<file path="src/rtl/core/pps_pkg.sv">
`timescale 1ns / 1ps
// ---------------------------------------------------------------------------
// pps_pkg: shared types and constants of the priority scheduler
// Table sizes, field widths, command word and a saturating time helper.
// ---------------------------------------------------------------------------
package pps_pkg;

  localparam int MAX_JOBS   = 16;
  localparam int TIME_BITS  = 16;
  localparam int WORK_W     = 16;                       // burst and priority width
  localparam int FIELD_W    = 16;                       // width of time fields on ports
  localparam int SLOT_W     = 4;                        // slot field on ports
  localparam int CFG_W      = 5;                        // job_count register
  localparam int DONE_W     = 5;
  localparam int SLOT_BITS  = $clog2(MAX_JOBS);
  localparam int JOBS_W     = $clog2(MAX_JOBS + 1);
  localparam int CALC_W     = (TIME_BITS > WORK_W) ? TIME_BITS : WORK_W;
  localparam int FIFO_DEPTH = 2;
  localparam int FIFO_AW    = $clog2(FIFO_DEPTH);
  localparam int FIFO_CW    = $clog2(FIFO_DEPTH + 1);

  localparam logic [TIME_BITS-1:0] TIME_MAX = '1;
  localparam logic [DONE_W-1:0]    DONE_MAX = '1;

  // action codes on the input side-band
  localparam logic [1:0] ACT_LOAD  = 2'd0;
  localparam logic [1:0] ACT_TICK  = 2'd1;
  localparam logic [1:0] ACT_START = 2'd2;

  typedef enum logic [1:0] {
    KIND_LOAD,
    KIND_TICK,
    KIND_START,
    KIND_NOP
  } kind_t;

  typedef struct packed {
    kind_t                 kind;
    logic                  slot_ok;
    logic [SLOT_BITS-1:0]  slot;
    logic [TIME_BITS-1:0]  arrival;
    logic [WORK_W-1:0]     burst;
    logic [WORK_W-1:0]     prio;
  } cmd_t;

  typedef struct packed {
    logic              full;
    logic              empty;
  } fifo_stat_t;

  typedef struct packed {
    logic              ran;
    logic [SLOT_W-1:0] served_slot;
    logic              finished;
    logic [FIELD_W-1:0] completion_time;
    logic [FIELD_W-1:0] turnaround_time;
    logic [FIELD_W-1:0] waiting_time;
    logic              all_done;
  } res_t;

  typedef enum logic [2:0] {
    ST_IDLE,
    ST_SCAN,
    ST_DRAIN,
    ST_CALC,
    ST_EMIT
  } eng_state_t;

  function automatic logic [TIME_BITS-1:0] sat_inc(input logic [TIME_BITS-1:0] t);
    sat_inc = (t == TIME_MAX) ? TIME_MAX : t + 1'b1;
  endfunction

endpackage

</file>
<file path="src/rtl/core/pps_front.sv">
`timescale 1ns / 1ps
// ---------------------------------------------------------------------------
// pps_front: input decode
// Classify the incoming word by action and push a command into the queue.
// ---------------------------------------------------------------------------
module pps_front (
  input  logic                  in_tvalid,
  output logic                  in_tready,
  input  logic [1:0]            in_tuser,
  input  logic [55:0]           in_tdata,
  input  pps_pkg::fifo_stat_t   q_stat,
  output logic                  push,
  output pps_pkg::cmd_t         cmd
);
  import pps_pkg::*;

  logic [SLOT_W-1:0] slot_in;

  assign in_tready = !q_stat.full;
  assign push      = in_tvalid && !q_stat.full;
  assign slot_in   = in_tdata[3:0];

  always_comb begin
    unique case (in_tuser)
      ACT_LOAD:  cmd.kind = KIND_LOAD;
      ACT_TICK:  cmd.kind = KIND_TICK;
      ACT_START: cmd.kind = KIND_START;
      default:   cmd.kind = KIND_NOP;
    endcase
    // loads beyond the table are dropped by the engine
    cmd.slot_ok = int'(slot_in) < MAX_JOBS;
    cmd.slot    = SLOT_BITS'(slot_in);
    cmd.arrival = TIME_BITS'(in_tdata[19:4]);
    cmd.burst   = in_tdata[35:20];
    cmd.prio    = in_tdata[51:36];
  end

endmodule

</file>
<file path="src/rtl/core/pps_fifo.sv">
`timescale 1ns / 1ps
// ---------------------------------------------------------------------------
// pps_fifo: command queue
// Short FIFO between decode and the scheduling engine.
// ---------------------------------------------------------------------------
module pps_fifo (
  input  logic                 clk,
  input  logic                 rst_n,
  input  logic                 push,
  input  pps_pkg::cmd_t        push_data,
  input  logic                 pop,
  output pps_pkg::cmd_t        pop_data,
  output pps_pkg::fifo_stat_t  stat
);
  import pps_pkg::*;

  cmd_t               entry_r [FIFO_DEPTH];
  logic [FIFO_AW-1:0] wr_ptr_r, wr_ptr_nxt;
  logic [FIFO_AW-1:0] rd_ptr_r, rd_ptr_nxt;
  logic [FIFO_CW-1:0] count_r, count_nxt;

  function automatic logic [FIFO_AW-1:0] ptr_inc(input logic [FIFO_AW-1:0] p);
    ptr_inc = (int'(p) == FIFO_DEPTH - 1) ? '0 : p + 1'b1;
  endfunction

  assign stat.full  = (int'(count_r) == FIFO_DEPTH);
  assign stat.empty = (count_r == '0);
  assign pop_data   = entry_r[rd_ptr_r];

  always_comb begin
    wr_ptr_nxt = push ? ptr_inc(wr_ptr_r) : wr_ptr_r;
    rd_ptr_nxt = pop  ? ptr_inc(rd_ptr_r) : rd_ptr_r;
    count_nxt  = count_r;
    if (push && !pop) begin
      count_nxt = count_r + 1'b1;
    end else if (pop && !push) begin
      count_nxt = count_r - 1'b1;
    end
  end

  always_ff @(posedge clk) begin
    if (!rst_n) begin
      wr_ptr_r <= '0;
      rd_ptr_r <= '0;
      count_r  <= '0;
    end else begin
      wr_ptr_r <= wr_ptr_nxt;
      rd_ptr_r <= rd_ptr_nxt;
      count_r  <= count_nxt;
    end
  end

  always_ff @(posedge clk) begin
    if (push) begin
      entry_r[wr_ptr_r] <= push_data;
    end
  end

endmodule

</file>
<file path="src/rtl/core/pps_engine.sv">
`timescale 1ns / 1ps
// ---------------------------------------------------------------------------
// pps_engine: scheduling engine
// Hold the job tables, scan them one slot a cycle per tick, update the
// winner and register one result per command.
// ---------------------------------------------------------------------------
module pps_engine (
  input  logic                        clk,
  input  logic                        rst_n,
  input  logic [pps_pkg::CFG_W-1:0]   job_count,
  input  pps_pkg::fifo_stat_t         q_stat,
  input  pps_pkg::cmd_t               q_data,
  output logic                        pop,
  output logic                        res_valid,
  input  logic                        res_ready,
  output pps_pkg::res_t               res
);
  import pps_pkg::*;

  // job tables
  logic [TIME_BITS-1:0] arr_mem  [MAX_JOBS];
  logic [WORK_W-1:0]    rem_mem  [MAX_JOBS];
  logic [WORK_W-1:0]    orig_mem [MAX_JOBS];
  logic [WORK_W-1:0]    pri_mem  [MAX_JOBS];

  logic [TIME_BITS-1:0] rd_arr_r;
  logic [WORK_W-1:0]    rd_rem_r, rd_orig_r, rd_pri_r;
  logic [SLOT_BITS-1:0] rd_addr;

  logic                 load_we;
  logic                 rem_we;
  logic [SLOT_BITS-1:0] wr_addr;
  logic [WORK_W-1:0]    rem_wdata;

  eng_state_t           state_r, state_nxt;
  cmd_t                 cmd_r, cmd_nxt;
  logic [TIME_BITS-1:0] tick_r, tick_nxt;
  logic [DONE_W-1:0]    done_r, done_nxt;
  logic [SLOT_BITS-1:0] idx_r, idx_nxt;
  logic                 cmp_vld_r, cmp_vld_nxt;
  logic [SLOT_BITS-1:0] cmp_idx_r, cmp_idx_nxt;
  logic                 found_r, found_nxt;
  logic [SLOT_BITS-1:0] best_idx_r, best_idx_nxt;
  logic [TIME_BITS-1:0] best_arr_r, best_arr_nxt;
  logic [WORK_W-1:0]    best_rem_r, best_rem_nxt;
  logic [WORK_W-1:0]    best_orig_r, best_orig_nxt;
  logic [WORK_W-1:0]    best_pri_r, best_pri_nxt;
  logic [TIME_BITS-1:0] ct_r, ct_nxt;
  logic [CALC_W-1:0]    tt_r, tt_nxt;
  logic                 res_vld_r, res_vld_nxt;
  res_t                 res_r, res_nxt;

  logic [JOBS_W-1:0]    n_jobs;
  logic                 eligible;
  logic                 fin;
  logic [CALC_W-1:0]    ct_ext, arr_ext, orig_ext, wt;

  assign n_jobs = (int'(job_count) > MAX_JOBS) ? JOBS_W'(MAX_JOBS) : JOBS_W'(job_count);

  assign eligible = cmp_vld_r && (rd_arr_r <= tick_r) && (rd_rem_r != '0) &&
                    (!found_r || (rd_pri_r < best_pri_r));

  assign ct_ext   = CALC_W'(ct_r);
  assign arr_ext  = CALC_W'(best_arr_r);
  assign orig_ext = CALC_W'(best_orig_r);
  assign fin      = found_r && (best_rem_r == WORK_W'(1));
  assign wt       = (tt_r >= orig_ext) ? tt_r - orig_ext : '0;

  assign res_valid = res_vld_r;
  assign res       = res_r;
  assign rd_addr   = idx_r;

  always_comb begin
    state_nxt     = state_r;
    cmd_nxt       = cmd_r;
    tick_nxt      = tick_r;
    done_nxt      = done_r;
    idx_nxt       = idx_r;
    cmp_vld_nxt   = 1'b0;
    cmp_idx_nxt   = cmp_idx_r;
    found_nxt     = found_r;
    best_idx_nxt  = best_idx_r;
    best_arr_nxt  = best_arr_r;
    best_rem_nxt  = best_rem_r;
    best_orig_nxt = best_orig_r;
    best_pri_nxt  = best_pri_r;
    ct_nxt        = ct_r;
    tt_nxt        = tt_r;
    res_vld_nxt   = res_vld_r && !res_ready;
    res_nxt       = res_r;
    pop           = 1'b0;
    load_we       = 1'b0;
    rem_we        = 1'b0;
    wr_addr       = cmd_r.slot;
    rem_wdata     = best_rem_r - 1'b1;

    // fold the slot read last cycle into the running best
    if (eligible) begin
      found_nxt     = 1'b1;
      best_idx_nxt  = cmp_idx_r;
      best_arr_nxt  = rd_arr_r;
      best_rem_nxt  = rd_rem_r;
      best_orig_nxt = rd_orig_r;
      best_pri_nxt  = rd_pri_r;
    end

    unique case (state_r)
      ST_IDLE: begin
        if (!q_stat.empty) begin
          pop     = 1'b1;
          cmd_nxt = q_data;
          ct_nxt  = sat_inc(tick_r);
          wr_addr = q_data.slot;
          unique case (q_data.kind)
            KIND_LOAD: begin
              load_we   = q_data.slot_ok;
              state_nxt = ST_EMIT;
            end
            KIND_TICK: begin
              idx_nxt   = '0;
              found_nxt = 1'b0;
              state_nxt = (n_jobs == '0) ? ST_CALC : ST_SCAN;
            end
            default: begin
              state_nxt = ST_EMIT;
            end
          endcase
        end
      end
      ST_SCAN: begin
        cmp_vld_nxt = 1'b1;
        cmp_idx_nxt = idx_r;
        idx_nxt     = idx_r + 1'b1;
        if (JOBS_W'(idx_r) == n_jobs - 1'b1) begin
          state_nxt = ST_DRAIN;
        end
      end
      ST_DRAIN: begin
        state_nxt = ST_CALC;
      end
      ST_CALC: begin
        tt_nxt    = (ct_ext >= arr_ext) ? ct_ext - arr_ext : '0;
        state_nxt = ST_EMIT;
      end
      ST_EMIT: begin
        if (!res_vld_r || res_ready) begin
          res_vld_nxt = 1'b1;
          res_nxt     = '0;
          unique case (cmd_r.kind)
            KIND_TICK: begin
              if (found_r) begin
                rem_we              = 1'b1;
                wr_addr             = best_idx_r;
                res_nxt.ran         = 1'b1;
                res_nxt.served_slot = SLOT_W'(best_idx_r);
                if (fin) begin
                  res_nxt.finished        = 1'b1;
                  res_nxt.completion_time = FIELD_W'(ct_r);
                  res_nxt.turnaround_time = FIELD_W'(tt_r);
                  res_nxt.waiting_time    = FIELD_W'(wt);
                  if (done_r != DONE_MAX) begin
                    done_nxt = done_r + 1'b1;
                  end
                end
              end
              tick_nxt = ct_r;
            end
            KIND_START: begin
              tick_nxt = '0;
              done_nxt = '0;
            end
            default: begin
            end
          endcase
          res_nxt.all_done = int'(done_nxt) >= int'(n_jobs);
          state_nxt        = ST_IDLE;
        end
      end
      default: begin
        state_nxt = ST_IDLE;
      end
    endcase
  end

  always_ff @(posedge clk) begin
    if (!rst_n) begin
      state_r   <= ST_IDLE;
      tick_r    <= '0;
      done_r    <= '0;
      cmp_vld_r <= 1'b0;
      res_vld_r <= 1'b0;
    end else begin
      state_r   <= state_nxt;
      tick_r    <= tick_nxt;
      done_r    <= done_nxt;
      cmp_vld_r <= cmp_vld_nxt;
      res_vld_r <= res_vld_nxt;
    end
  end

  always_ff @(posedge clk) begin
    cmd_r       <= cmd_nxt;
    idx_r       <= idx_nxt;
    cmp_idx_r   <= cmp_idx_nxt;
    found_r     <= found_nxt;
    best_idx_r  <= best_idx_nxt;
    best_arr_r  <= best_arr_nxt;
    best_rem_r  <= best_rem_nxt;
    best_orig_r <= best_orig_nxt;
    best_pri_r  <= best_pri_nxt;
    ct_r        <= ct_nxt;
    tt_r        <= tt_nxt;
    res_r       <= res_nxt;
  end

  // table write port: a load fills a whole slot, a served tick rewrites remaining work
  always_ff @(posedge clk) begin
    if (load_we) begin
      arr_mem[wr_addr]  <= q_data.arrival;
      rem_mem[wr_addr]  <= q_data.burst;
      orig_mem[wr_addr] <= q_data.burst;
      pri_mem[wr_addr]  <= q_data.prio;
    end else if (rem_we) begin
      rem_mem[wr_addr]  <= rem_wdata;
    end
  end

  // table read port, one slot a cycle
  always_ff @(posedge clk) begin
    rd_arr_r  <= arr_mem[rd_addr];
    rd_rem_r  <= rem_mem[rd_addr];
    rd_orig_r <= orig_mem[rd_addr];
    rd_pri_r  <= pri_mem[rd_addr];
  end

endmodule

</file>
<file path="src/rtl/core/preemptive_priority_scheduler.sv">
`timescale 1ns / 1ps
// ---------------------------------------------------------------------------
// preemptive_priority_scheduler: tick-driven preemptive priority scheduler
// Load jobs into a table, then on each tick serve the ready job with the
// smallest priority number and report completion statistics.
// ---------------------------------------------------------------------------
//
//  Channel  Direction  Handshake              Word
//  in_      slave      in_tvalid/in_tready    tuser = action, tdata = job
//  out_     master     out_tvalid/out_tready  tdata = per-word result
//  cfg_     slave      cfg_valid/cfg_ready    cfg_data = job_count
//
// For a tick word the engine takes the word from the queue, reads one table
// slot per cycle (job_count slots, capped at 16; none with job_count 0) through
// the single table read port, drains the read, works out turnaround and then
// writes back the result. Load, start and unknown words go from the queue
// straight to the result write.
// A two-word command queue lets the input side keep taking words while the
// engine scans or while a result waits in the output register.
// Reset (rst_n low, synchronous) clears tick time, done count, job_count and
// all handshake state; the job tables hold garbage until loaded.
// A stalled out_tready holds the result and backs up the queue, then in_tready.
// ---------------------------------------------------------------------------
module preemptive_priority_scheduler (
  input  logic        clk,
  input  logic        rst_n,
  // input words
  input  logic        in_tvalid,
  output logic        in_tready,
  input  logic [1:0]  in_tuser,   // [1:0] action
  input  logic [55:0] in_tdata,   // [3:0] slot, [19:4] arrival_time,
                                  // [35:20] burst_length, [51:36] priority_level
  // result words
  output logic        out_tvalid,
  input  logic        out_tready,
  output logic [55:0] out_tdata,  // [0] ran, [4:1] served_slot, [5] finished,
                                  // [21:6] completion_time, [37:22] turnaround_time,
                                  // [53:38] waiting_time, [54] all_done
  // configuration
  input  logic        cfg_valid,
  output logic        cfg_ready,
  input  logic [4:0]  cfg_data
);
  import pps_pkg::*;

  logic [CFG_W-1:0] job_count_r;

  fifo_stat_t q_stat;
  cmd_t       push_cmd;
  cmd_t       pop_cmd;
  logic       push;
  logic       pop;
  res_t       res;

  // job_count is to be written only while idle; the block does not enforce this, cfg_ready is tied high
  assign cfg_ready = 1'b1;

  always_ff @(posedge clk) begin
    if (!rst_n) begin
      job_count_r <= '0;
    end else if (cfg_valid) begin
      job_count_r <= cfg_data;
    end
  end

  // decode and classify incoming words
  pps_front u_front (
    .in_tvalid (in_tvalid),
    .in_tready (in_tready),
    .in_tuser  (in_tuser),
    .in_tdata  (in_tdata),
    .q_stat    (q_stat),
    .push      (push),
    .cmd       (push_cmd)
  );

  // decouple decode from the engine
  pps_fifo u_fifo (
    .clk       (clk),
    .rst_n     (rst_n),
    .push      (push),
    .push_data (push_cmd),
    .pop       (pop),
    .pop_data  (pop_cmd),
    .stat      (q_stat)
  );

  // table scan, winner update and result register
  pps_engine u_engine (
    .clk       (clk),
    .rst_n     (rst_n),
    .job_count (job_count_r),
    .q_stat    (q_stat),
    .q_data    (pop_cmd),
    .pop       (pop),
    .res_valid (out_tvalid),
    .res_ready (out_tready),
    .res       (res)
  );

  // pack the result, lowest field first, pad to whole bytes
  assign out_tdata = {1'b0, res.all_done, res.waiting_time, res.turnaround_time,
                      res.completion_time, res.finished, res.served_slot, res.ran};

endmodule

</file>
<file path="config.mk">
export PLATFORM = sky130hd
export DESIGN_NAME = preemptive_priority_scheduler
export DESIGN_NICKNAME = d
export VERILOG_FILES = /design/src/rtl/core/pps_pkg.sv /design/src/rtl/core/pps_front.sv /design/src/rtl/core/pps_fifo.sv /design/src/rtl/core/pps_engine.sv /design/src/rtl/core/preemptive_priority_scheduler.sv
export SDC_FILE = /design/constraint.sdc
export NUM_CORES = 2
export LEC_CHECK = 0
export BUFFER_PORTS_ARGS = -buffer_cell sky130_fd_sc_hd__buf_2
export CAP_MARGIN = 40
export CORE_MARGIN = 2
export CORE_UTILIZATION = 52
export DETAILED_ROUTE_END_ITERATION = 10
export GPL_TIMING_DRIVEN = 0
export PLACE_DENSITY = 0.7
export SKIP_LAST_GASP = 1
export SYNTH_ARGS = -nofsm -noshare
export SYNTH_HDL_FRONTEND = slang
export SYNTH_HIERARCHICAL = 1
export SYNTH_SLANG_ARGS = --single-unit
</file>
<file path="constraint.sdc">
create_clock -name clk -period 9.5 [get_ports clk]
set_input_delay 1.425 -clock clk [delete_from_list [all_inputs] [get_ports clk]]
set_output_delay 1.425 -clock clk [all_outputs]
set_load 0.05 [all_outputs]
</file>
Word-level counts from Yosys, hierarchy flattened
Memories as Yosys holds them, arrays and structs flattened. A register that Yosys moved wholly into a read port is not among the register bits.
Index checks and enable logic that the tools add are counted.
Widths: inputs -> output; s select.

storage, ports and cells
  flip-flop bits (word level) = 205
  RAM bits = 1132
  bits of input ports = 68
  output and inout bits = 59
  word-level logic and storage cells = 159
  memories = 5

cells by class
  add/subtract/negate cells = 11
  $lt $le $gt $ge = 6
  equality and inequality tests = 18
  muxes and demuxes = 56
  bitwise operators = 2
  reduce and logical (&&, ||, !) cells = 33

memories
  name               words  bits a word  rd ports  clocked after Yosys merged registers in  write ports  line              RTL
  u_engine.arr_mem   16     16           1         1                                        1            pps_engine.sv:21  logic [TIME_BITS-1:0] arr_mem [MAX_JOBS];
  u_engine.orig_mem  16     16           1         1                                        1            pps_engine.sv:23  logic [WORK_W-1:0] orig_mem [MAX_JOBS];
  u_engine.pri_mem   16     16           1         1                                        1            pps_engine.sv:24  logic [WORK_W-1:0] pri_mem [MAX_JOBS];
  u_engine.rem_mem   16     16           1         1                                        1            pps_engine.sv:22  logic [WORK_W-1:0] rem_mem [MAX_JOBS];
  u_fifo.entry_r     2      54           1         1                                        1            pps_fifo.sv:17    cmd_t entry_r [FIFO_DEPTH];

operators with widths
  kind                   count
  $mux 54                1
  $mux 49                1
  $ge 16x16->1           2
  $mux 16                2
  $pmux 16 s2            1
  $sub 16x16->16         2
  $mux 5                 6
  $mux 1                 27
  $mux 4                 6
  $add 16x1->16 const B  1
  $eq 16x1->1 const B    1
  $eq 16x16->1 const B   1
  $le 16x16->1           1
  $lt 16x16->1           1
  $pmux 4 s2             2
  $reduce_bool 16->1     1
  $sub 16x1->16 const B  1
  $pmux 3 s5             1
  $mux 3                 4
  $reduce_and 3->1       4
  $pmux 5 s2             1
  $logic_and 1x1->1      8
  $eq 2x1->1 const B     3
  $eq 2x2->1 const B     3
  other kinds (27)       45

Logic depth before layout (Yosys ltp)
  word-level depth = 8
  mapped depth = 14
  gate-level depth less buffers = 14

Cells and area by module
The synthesis kept the hierarchy.

modules (own cells, without submodules)
  module                         times used  cells each  area an instance (um2)  sequential area each (um2)
  pps_engine                     1           2477        50161.9                 37646.1
  pps_fifo                       1           193         4205.3                  3403.3
  pps_front                      1           58          419.2                   0.0
  preemptive_priority_scheduler  1           20          215.2                   100.1

Least setup slack after synthesis
Ideal clock, no wire load.

  path kind = flip-flop to flip-flop
  from = reg u_engine.tick_r[7]
  to = reg u_engine.best_arr_r[0] (netlist: u_engine/arr_ext[0]) (enable)
  setup time = 0.578 ns
  data arrival time = 6.401 ns
  required time = 8.922 ns
  path slack = 2.522 ns
  stages on the path, launching flop included = 9
  path buffers = 0
  period minus slack after synthesis = 6.978 ns
  cells stage by stage = dfxtp_1 inv_1 ha_1 a211oi_1 o21ai_0 o221a_2 a2111oi_0 o211ai_1 nor3_1

between the ends
  word-level cells in the longest chain between the ends = 4

ends and longest elaborated chain
  item                            line               RTL
  from (decl)                     pps_engine.sv:37   logic [TIME_BITS-1:0] tick_r, tick_nxt;
  from (signal assigned)          pps_engine.sv:194  tick_r <= tick_nxt;
  $le 16x16->1                    pps_engine.sv:60   assign eligible = cmp_vld_r && (rd_arr_r <= tick_r) && (rd_rem_r != '0) &&
  $logic_and 1x1->1 (3 in a row)  pps_engine.sv:60
  net u_engine.eligible           pps_engine.sv:54   logic eligible;
  to (signal assigned)            pps_engine.sv:207  best_arr_r <= best_arr_nxt;
  to (decl)                       pps_engine.sv:44   logic [TIME_BITS-1:0] best_arr_r, best_arr_nxt;

The timed path passes the listed nets, and every way through them passes these cells.
A chain may end at the register's enable or synchronous reset.

Worst setup path after layout
  from = reg u_engine/cmd_r[54] in the netlist's numbering
  to = mem u_engine.arr_mem[5][0] (enable)

between the ends
  word-level cells in the longest chain between the ends = 4

ends and longest elaborated chain
  item                    line               RTL
  from (decl)             pps_engine.sv:36   cmd_t cmd_r, cmd_nxt;
  from (signal assigned)  pps_engine.sv:202  cmd_r <= cmd_nxt;
  $eq 2x1->1              pps_engine.sv:149  unique case (cmd_r.kind)
  $mux 4                  pps_engine.sv:149
  $mux 4                  pps_engine.sv:146  if (!res_vld_r || res_ready) begin
  $pmux 4 s2              pps_engine.sv:107  unique case (state_r)
  to (decl)               pps_engine.sv:21

No other way between the ends.

==> reports/results.tsv <==
metric	value	unit
io-pin-count	127	
synth-xor-area-share	0.00796	
start_kind	flop	
synthArstFlopShare	0	
synth_ff_type	edfxtp_1	
critPathLaunch	u_engine/cmd_r[54]	
cts-resized-gates	0	
rr_endpoint	u_engine/arr_mem[5][0]	
crit_type	reg -> reg	
yosysUniqueCellTypes	79	
die_area	108000	sq um
reg2reg_from	u_engine/cmd_r[54]	
start_util	0.523	
ys_seq_area_frac	0.748	
syn_area_per_cell	20.0	sq um
tritoncts	done	
status	completed	
synth_nets	2896	
die_height	329	um
wl	130000	um
diodes	0	
totalNegativeSetupSlack	0	ps
yosys_warnings	6	
crit_path_end	u_engine/arr_mem[5][0]	
finalNetCount	3222	
crit_fanout	17	
rsz0062_at_grt	false	
routabilityCongestion	0.842	
syn_inst	2748	
dp_hpwl	86900	um
nFillCells	7302	
cts_buffer_depth	3	
p_leak	21.1	nW
ant_nets	0	
min_period	4270	ps
port_buffers	65	
grt_overflow	0	
holdPathStages	0	
finalSetupViolCount	0	
finalHoldViolCount	0	
maxSlewViolCount	0	
layout-drive-gt1-share	0.281	
ir_drop	0.000176	V
synthMuxAreaShare	0.143	
via_per_inst	6.09	
wl_per_cell	28.4	um
rr_worst_depth	10	
crit_required	9940	ps
drtIter0Drc	3322	
relSlewSlack	0.370	
drc_errors	0	
hp-class	reg -> reg	
synthToLayoutAreaGrowth	15.4	%
holdCritStartpoint	u_engine/rd_orig_r[6]	
num_vias	27800	
clkTransAtPathRegs	60	ps
power_density	275	nW/um^2
synth_edf_count	1303	
reg2reg_setup_slack	5230	ps
postCtsSetupBuffers	0	
grt_usage	0.244	
cts_root_buf	clkbuf_16	
netlist_area	55000	sq um
ys_seq_elements	1404	
ctsHoldBuffers	0	
fin_skew	28.3	ps
grt_max_degree	48	
power	17.4	mW
grt_pass1_wl	190000	um
timing_worst_slew_pin_value	944	ps
critPathCaptureType	flop	
fmax	0.234	GHz
synth-simple-area-share	0.0357	
first_global_vias	28800	
die_x	329	um
synth_fa_ha_area_frac	0.0185	
cp_data_arrival_time	4720	ps
num_rows	119	
design.core.area	105000	sq um
grt_antenna_before_repair	3	
clock_latency	760	ps
cts_made_buffers	139	
cts_sinks	1404	
synth_compound_gate_area_share	0.0238	
synth_top_family_by_area	multiplexers	
drv_cap	0	
post-route-period-util	0.450	
cts.htree.levels	4	
drtPass1Iterations	6	
stage by stage:
stage / setup WS [ps] / instance area, sq um / std cells / hold slack [ps] / util
global placement: -2410 / 57100 / 4204 / 394 / 0.543
finish: 5230 / 63500 / 4574 / 404 / 0.604
floorplan: 2520 / 55000 / 2748 / 386 / -
detailed placement: 5040 / 59000 / 4322 / 391 / 0.561
CTS: 5270 / 63500 / 4572 / 405 / 0.604
global route: 5030 / 63500 / 4574 / 419 / 0.604
placed cells by master (no fill, tap or decap), types with 16 or more instances in the layout:
cell type	Yosys	layout
buf_4	56	70
buf_2	12	84
xnor2_1	29	29
xor2_1	21	21
clkbuf_8	0	17
nand2_1	61	61
clkbuf_1	67	100
o21ai_0	33	31
mux2_2	56	56
nor3b_1	17	17
o21a_1	17	17
clkinv_2	0	21
buf_1	23	23
ha_1	78	78
buf_12	0	34
dfxtp_1	101	101
buf_8	0	27
nor2b_1	20	19
nor3_1	29	28
nand3_1	20	20
nor2_4	1	18
edfxtp_1	1303	1303
a21o_1	19	19
clkbuf_16	0	141
buf_6	7	39
a21oi_1	65	65
and3_1	40	40
nor2_1	118	85
nor2_2	0	16
inv_1	88	88
nand2b_1	16	16
mux4_2	320	320
layer usage:
layer  global-route usage  part of all wire
met5                    0                 0
met4               0.0737             0.027
met3               0.0452             0.089
met2                0.402              0.49
met1                0.337              0.39
critical path: stages, from the launching register on:
cell	delay, ps
edfxtp_1	390
inv_1	70
ha_1	130
clkbuf_1	440
and2_1	320
nor3b_4	520
nor2_4	140
a221oi_2	410
nand3_1	420
nor2_4	790
buf_12	280
cell usage after synthesis (33+ instances only):
| library cell | n | area, sq um |
|---|---|---|
| mux2_2 | 56 | 631 |
| clkbuf_1 | 67 | 251 |
| and3_1 | 40 | 250 |
| ha_1 | 78 | 976 |
| edfxtp_1 | 1303 | 39100 |
| a21oi_1 | 65 | 325 |
| dfxtp_1 | 101 | 2020 |
| o21ai_0 | 33 | 165 |
| inv_1 | 88 | 330 |
| mux4_2 | 320 | 7210 |
| buf_4 | 56 | 420 |
| nor2_1 | 118 | 443 |
| nand2_1 | 61 | 229 |
where the power goes:
| group | internal [mW] | switching, mW |
|---|---|---|
| logic | 1.71 | 2.46 |
| clock network | 3.08 | 2.28 |
| registers | 7.65 | 0.258 |
| total | 12.4 | 5.00 |
cell type report:
class,instances,area (sq um),share of cell area
inverters,88,330,0.00520
clock buffers,191,3890,0.0612
well taps,1391,1740,0.0274
multi-input cells,1091,12800,0.202
plain buffers,165,897,0.0141
clock inverters,59,613,0.00966
flip-flops and latches,1404,41100,0.648
repair buffers,185,2060,0.0325
sequential cells by signal, summed over array words and instances, names as in the netlist, 55 cells and up, named ones only:
register           cells
u_engine/arr_mem     256
u_engine/orig_mem    256
u_engine/rem_mem     256
u_engine/pri_mem     256
u_fifo/entry_r       110
u_engine/res          55
cell families after synthesis:
| family | after synthesis |
|---|---|
| compound gates | 197 |
| xor+xnor | 50 |
| fa+ha+maj | 80 |
| buf+inv | 253 |
| flops | 1404 |
| mux | 381 |
| other cells | 3 |
| simple gates | 380 |
how the worst min path moves through the flow:
stage | endpoint | slack (ps)
6_report | u_engine/best_orig_r[6] | 400
5_1_grt | u_engine/best_orig_r[11] | 420
4_1_cts | u_engine/best_orig_r[6] | 400
3_5_place_dp | u_engine/best_orig_r[6] | 390
3_3_place_gp | u_engine/best_orig_r[4] | 390
2_1_floorplan | u_engine/best_orig_r[0] | 390
Note: power is estimated with default switching activity, not from simulation.
